$ cat config.mk
export PLATFORM = sky130hd
export DESIGN_NAME = ssc_dp
export DESIGN_NICKNAME = d
export VERILOG_FILES = /design/src/rtl/core/ssc_pkg.sv /design/src/rtl/core/ssc_ram.sv /design/src/rtl/core/ssc_dp.sv
export SDC_FILE = /design/constraint.sdc
export NUM_CORES = 2
export LEC_CHECK = 0
export BUFFER_PORTS_ARGS = -buffer_cell sky130_fd_sc_hd__buf_2
export CAP_MARGIN = 30
export CELL_PAD_IN_SITES_DETAIL_PLACEMENT = 0
export CELL_PAD_IN_SITES_GLOBAL_PLACEMENT = 1
export CORE_ASPECT_RATIO = 0.6
export CORE_MARGIN = 3
export CORE_UTILIZATION = 35
export DETAILED_ROUTE_END_ITERATION = 8
export GPL_TIMING_DRIVEN = 0
export HOLD_SLACK_MARGIN = 0.15
export PLACE_DENSITY_LB_ADDON = 0.25
export SYNTH_ARGS = -nofsm -noshare
export SYNTH_HDL_FRONTEND = slang
export SYNTH_SLANG_ARGS = --single-unit
$ cat constraint.sdc
create_clock -name i_clk -period 11.35 [get_ports i_clk]
set_input_delay 3.405 -clock i_clk [delete_from_list [all_inputs] [get_ports i_clk]]
set_output_delay 3.405 -clock i_clk [all_outputs]
set_load 0.01 [all_outputs]
$ cat src/rtl/core/ssc_pkg.sv
`default_nettype none

package ssc_pkg;

    localparam int TABLE_SLOTS = 64;
    localparam int SLOT_W      = $clog2(TABLE_SLOTS);
    localparam int CNT_W       = $clog2(TABLE_SLOTS + 1);
    localparam int CFG_W       = 7;
    localparam int SEQ_W       = 32;
    localparam int ENTRY_W     = SEQ_W + 2;   // {busy, cached, last_seq}

    localparam logic [CFG_W-1:0] CFG_RESET = 7'd64;

    localparam logic [1:0] MODE_BEGIN    = 2'd0;
    localparam logic [1:0] MODE_COMPLETE = 2'd1;
    localparam logic [1:0] MODE_ABORT    = 2'd2;

    localparam logic [2:0] ST_NEW             = 3'd0;
    localparam logic [2:0] ST_REPLAY_CACHED   = 3'd1;
    localparam logic [2:0] ST_REPLAY_UNCACHED = 3'd2;
    localparam logic [2:0] ST_BAD_SLOT        = 3'd3;
    localparam logic [2:0] ST_BAD_HIGH        = 3'd4;
    localparam logic [2:0] ST_MISORDERED      = 3'd5;
    localparam logic [2:0] ST_IN_PROGRESS     = 3'd6;

    typedef struct packed {
        logic load;   // capture request, launch slot read
        logic eval;   // classify and write back
    } t_cmd;

    typedef struct packed {
        logic is_begin;
    } t_sts;

endpackage

`default_nettype wire

$ cat src/rtl/core/ssc_ram.sv
`default_nettype none

module ssc_ram #(
    parameter int WIDTH = 8,
    parameter int DEPTH = 16
) (
    input  wire logic                     i_clk,
    input  wire logic                     i_we,
    input  wire logic [$clog2(DEPTH)-1:0] i_waddr,
    input  wire logic [WIDTH-1:0]         i_wdata,
    input  wire logic                     i_re,
    input  wire logic [$clog2(DEPTH)-1:0] i_raddr,
    output logic      [WIDTH-1:0]         o_rdata
);

    logic [WIDTH-1:0] r_mem [DEPTH];

    always_ff @(posedge i_clk) begin
        if (i_we) begin
            r_mem[i_waddr] <= i_wdata;
        end
        if (i_re) begin
            o_rdata <= r_mem[i_raddr];
        end
    end

endmodule

`default_nettype wire

$ cat src/rtl/core/ssc_dp.sv
`default_nettype none

module ssc_dp (
    input  wire logic                        i_clk,
    input  wire logic                        i_rst_n,
    input  wire ssc_pkg::t_cmd               i_cmd,
    input  wire logic [1:0]                  i_mode,
    input  wire logic [7:0]                  i_slot_index,
    input  wire logic [7:0]                  i_highest_slot_claimed,
    input  wire logic [ssc_pkg::SEQ_W-1:0]   i_sequence_id,
    input  wire logic                        i_cache_reply,
    input  wire logic                        i_cfg_we,
    input  wire logic [ssc_pkg::CFG_W-1:0]   i_cfg_wdata,
    output ssc_pkg::t_sts                    o_sts,
    output logic [2:0]                       o_status,
    output logic [5:0]                       o_highest_slot
);
    import ssc_pkg::*;

    logic [1:0]             r_mode;
    logic [7:0]             r_slot;
    logic [7:0]             r_high;
    logic [SEQ_W-1:0]       r_seq;
    logic                   r_cache;
    logic [CFG_W-1:0]       r_cfg;
    logic [TABLE_SLOTS-1:0] r_valid;
    logic [2:0]             r_status;
    logic [5:0]             r_hs;

    logic [ENTRY_W-1:0]     rd_data;
    logic [ENTRY_W-1:0]     wr_data;
    logic                   wr_en;
    logic [SLOT_W-1:0]      slot_addr;
    logic [CNT_W-1:0]       n_act;
    logic                   slot_ok;
    logic                   high_ok;
    logic                   ent_busy;
    logic                   ent_cached;
    logic [SEQ_W-1:0]       ent_last;
    logic [SEQ_W-1:0]       ent_next;
    logic [2:0]             n_status;
    logic [5:0]             n_hs;

    assign slot_addr = r_slot[SLOT_W-1:0];

    ssc_ram #(
        .WIDTH (ENTRY_W),
        .DEPTH (TABLE_SLOTS)
    ) u_table (
        .i_clk   (i_clk),
        .i_we    (wr_en),
        .i_waddr (slot_addr),
        .i_wdata (wr_data),
        .i_re    (i_cmd.load),
        .i_raddr (i_slot_index[SLOT_W-1:0]),
        .o_rdata (rd_data)
    );

    // effective slot count, clamped to 1..TABLE_SLOTS
    always_comb begin
        if (r_cfg == '0) begin
            n_act = CNT_W'(1);
        end else if (32'(r_cfg) > 32'(TABLE_SLOTS)) begin
            n_act = CNT_W'(TABLE_SLOTS);
        end else begin
            n_act = CNT_W'(r_cfg);
        end
    end

    assign slot_ok = 32'(r_slot) < 32'(n_act);
    assign high_ok = 32'(r_high) < 32'(n_act);

    // never-written entries read as zero
    assign ent_busy   = r_valid[slot_addr] & rd_data[ENTRY_W-1];
    assign ent_cached = r_valid[slot_addr] & rd_data[SEQ_W];
    assign ent_last   = r_valid[slot_addr] ? rd_data[SEQ_W-1:0] : '0;
    assign ent_next   = ent_last + SEQ_W'(1);

    always_comb begin
        wr_en    = 1'b0;
        wr_data  = {ent_busy, ent_cached, ent_last};
        n_status = ST_MISORDERED;
        n_hs     = '0;
        case (r_mode)
            MODE_BEGIN: begin
                if (!slot_ok) begin
                    n_status = ST_BAD_SLOT;
                end else if (!high_ok) begin
                    n_status = ST_BAD_HIGH;
                end else if (ent_busy) begin
                    n_status = (r_seq == ent_next) ? ST_IN_PROGRESS : ST_MISORDERED;
                end else if (r_seq == ent_next) begin
                    n_status = ST_NEW;
                    n_hs     = 6'(n_act - CNT_W'(1));
                    wr_en    = i_cmd.eval;
                    wr_data  = {1'b1, ent_cached, ent_last};
                end else if (r_seq == ent_last && ent_last != '0) begin
                    n_status = ent_cached ? ST_REPLAY_CACHED : ST_REPLAY_UNCACHED;
                end else begin
                    n_status = ST_MISORDERED;
                end
            end
            MODE_COMPLETE: begin
                wr_en   = i_cmd.eval && slot_ok;
                wr_data = {1'b0, r_cache, r_seq};
            end
            MODE_ABORT: begin
                wr_en   = i_cmd.eval && slot_ok;
                wr_data = {1'b0, ent_cached, ent_last};
            end
            default: begin
                wr_en = 1'b0;
            end
        endcase
    end

    always_ff @(posedge i_clk) begin
        if (!i_rst_n) begin
            r_cfg   <= CFG_RESET;
            r_valid <= '0;
        end else begin
            if (i_cfg_we) begin
                r_cfg <= i_cfg_wdata;
            end
            if (wr_en) begin
                r_valid[slot_addr] <= 1'b1;
            end
        end
    end

    always_ff @(posedge i_clk) begin
        if (i_cmd.load) begin
            r_mode  <= i_mode;
            r_slot  <= i_slot_index;
            r_high  <= i_highest_slot_claimed;
            r_seq   <= i_sequence_id;
            r_cache <= i_cache_reply;
        end
        if (i_cmd.eval) begin
            r_status <= n_status;
            r_hs     <= n_hs;
        end
    end

    assign o_sts.is_begin = (r_mode == MODE_BEGIN);
    assign o_status       = r_status;
    assign o_highest_slot = r_hs;

endmodule

`default_nettype wire

==> impl_metrics.ini <==
[setup_path]
cpPeakStageDelay_ns = 0.90
cp.required_ns = 11.95
path_class = reg2reg
crit_path_start_kind = flop
cp_top_family = simple AND/OR/NAND/NOR gates
crit_slowest_cell = nor3_2
cp.arrival_ns = 11.56
endpoint_kind = flop
critPathBufInv = 11
critPathMaxFanout = 10

[flow_run]
cap_violations = 0

[yosys]
synthFlopType = edfxtp_1
ys_types = 78
synth-seq-cells = 2341
seq_area_frac_synth = 0.7580
synth_fp_nets = 4218
synth_edf_count = 2270
syn_area_um2 = 91800
yosys_warnings = 0
synth_cells = 4136
syn_avg_cell_area_um2 = 22.20
synthArstFlopShare = 0

[place]
io_buffers = 71
place_congestion = 0.9182
place_area_um2 = 101100
hpwlAfterDp_mm = 206.0

[floorplan]
die_w_um = 667.2
core_area_um2 = 258700
ioPinCount = 73
rows = 144
fp.dieH_um = 402.7
die_area_um2 = 268700
initial_core_util = 0.3548

[power_and_ir_drop]
finalPower_w = 0.01825
ir_drop_v = 0.0001173
power_density_nw_per_um2 = 169.3
leakagePower_nw = 33.75

[timing]
tightestPinTransition_ns = 1.073
fin_crit_sh = 0.9660
relSlewSlack = 0.2846
setup_tns_ns = 0
min_period_ns = 10.96
setup_viol = 0
clock.fmax_ghz = 0.09120
hold_violations = 0
finClkSkew_ns = 0.04817
slew_violations = 0
rsz0062_at_grt = no

[clocking]
tritoncts = built
cts_buffers = 209
cts_resized = 0
post_cts_buffers = 0
cts_sinks = 2341
root_buffer = clkbuf_16
cts_buffer_depth = 4
ctsHoldBuffers = 0
htreeDepth = 4
insertion_delay_ns = 0.89
clk_pin_slew_worst_paths_ns = 0.07

[global_routing]
grt_pass1_vias = 44820
antenna_found_initial = 46
grt_pass1_wl_mm = 391.7
grt_max_degree = 71
grtUsageTotal = 0.2128
grt-ovfl-total = 0

[final_layout]
nets = 4781
fin_area_um2 = 107800
num-fill-cells = 22430
final_layout_size_suffix_gt1_frac = 0.3126
areaGrowthSynthToFinish_pct = 17.41

[drt]
drt-total-wl_mm = 289.9
postRouteAntennaNets = 0
dr.pass1.iters = 6
route.vias.total = 48140
avgViaCountPerCell = 5.791
first_iter_violations = 8730
drcViolationCount = 0
wl_per_cell_um = 34.88

[run_status]
status = completed

[min_path]
hp-class = reg2reg
## placed cells by master, fill, tap and decap left out, types with 49 or more instances in the layout
cell | netlist | final
nor2_1 | 94 | 62
o31ai_1 | 53 | 53
mux4_2 | 713 | 713
edfxtp_1 | 2270 | 2270
clkinv_1 | 0 | 55
buf_2 | 20 | 95
buf_8 | 0 | 89
nand3_1 | 49 | 49
buf_1 | 70 | 65
clkbuf_16 | 0 | 214
clkbuf_1 | 157 | 186
nand2_1 | 145 | 145
dfxtp_1 | 71 | 71
buf_6 | 7 | 126
## sequential cells by signal (all words and copies together), names as in the netlist, 6 cells and up
signal / flops
u_table.r_mem: 2176
r_valid: 64
u_table.o_rdata: 34
r_seq: 32
r_high: 8
r_slot: 8
r_cfg: 7
o_highest_slot: 6
## worst min-delay path: stages, from the launching register on
cell and delay, ns:
dfxtp_1 0.31, nand2_1 0.05, o21ai_1 0.05
## path summary, 6_finish.rpt
path,from,end,slack (ns),depth (start not counted)
setup / recovery,r_slot[2]$_DFFE_PP_,u_table.r_mem[28][31]$_DFFE_PP_,0.39,29
hold / removal,r_valid[52]$_SDFFE_PN0P_,r_valid[52]$_SDFFE_PN0P_,0.45,2
setup reg to reg,r_slot[2]$_DFFE_PP_,u_table.r_mem[28][31]$_DFFE_PP_,0.39,29
hold reg to reg,r_valid[52]$_SDFFE_PN0P_,r_valid[52]$_SDFFE_PN0P_,0.45,2
## power breakdown
| group | internal (W) | total [W] | switching, W |
|---|---|---|---|
| Combinational | 0.000469 | 0.00151 | 0.00104 |
| Clock | 0.00387 | 0.00705 | 0.00318 |
| Sequential | 0.00966 | 0.00970 | 0.0000376 |
| Total | 0.0140 | 0.0183 | 0.00425 |
## Yosys cell counts (all sizes together) (21+ instances only)
cell,n,area [µm²]
nand2,145,544.3
buf,102,479.2
nor2,95,359.1
dfxtp,71,1421
mux4,713,16060
o21ai,57,292.8
o31ai,53,397.9
a21oi,21,105.1
nor3,55,285.3
clkbuf,158,594.3
mux2i,23,230.2
nand3,50,255.3
inv,24,90.08
a22o,34,297.8
xnor2,37,324.1
edfxtp,2270,68170
## cells by family (layout without fill, tap and decap cells)
logic type      count (synthesis)  in the layout  synth area share
flops                        2341           2341            0.7580
mux                           740            740            0.1779
simple gates                  450            450           0.02342
buf+inv                       284           1010           0.01268
compound gates                253            253           0.02042
xor+xnor                       49             49          0.004988
fa+ha+maj                      19             19          0.002590
other cells                     0             19                 0
## final cells by class
type	count	area (µm²)	area share
flip-flops and latches	2341	69590	0.6456
multi-input cells	1511	21660	0.2010
clock buffers	255	5509	0.05111
repair buffers	352	4461	0.04138
well taps	3431	4293	0.03983
plain buffers	260	1095	0.01016
clock inverters	119	1044	0.009681
inverters	24	90.09	0.0008358
diodes	19	47.55	0.0004411
## routing by layer
layer,global-route usage,share of wire,vias up
met5,0,0.00034,-
met4,0.03431,0.016,16
met3,0.07123,0.13,313
met1,0.3569,0.47,26340
li1,-,-,18770
met2,0.2620,0.38,2694
## metrics by stage
stage	instances	util	worst slack, ns	hold slack (ns)
6_report	8312	0.4166	0.3856	0.4454
5_1_grt	8293	0.4164	0.04531	0.4713
4_1_cts	8283	0.4159	0.8216	0.4486
3_5_place_dp	7909	0.3906	0.7995	0.4395
3_3_place_gp	7638	0.3728	-3.739	0.4314
2_1_floorplan	4136	-	2.906	0.4167
Note: power is estimated with default switching activity, not from simulation.
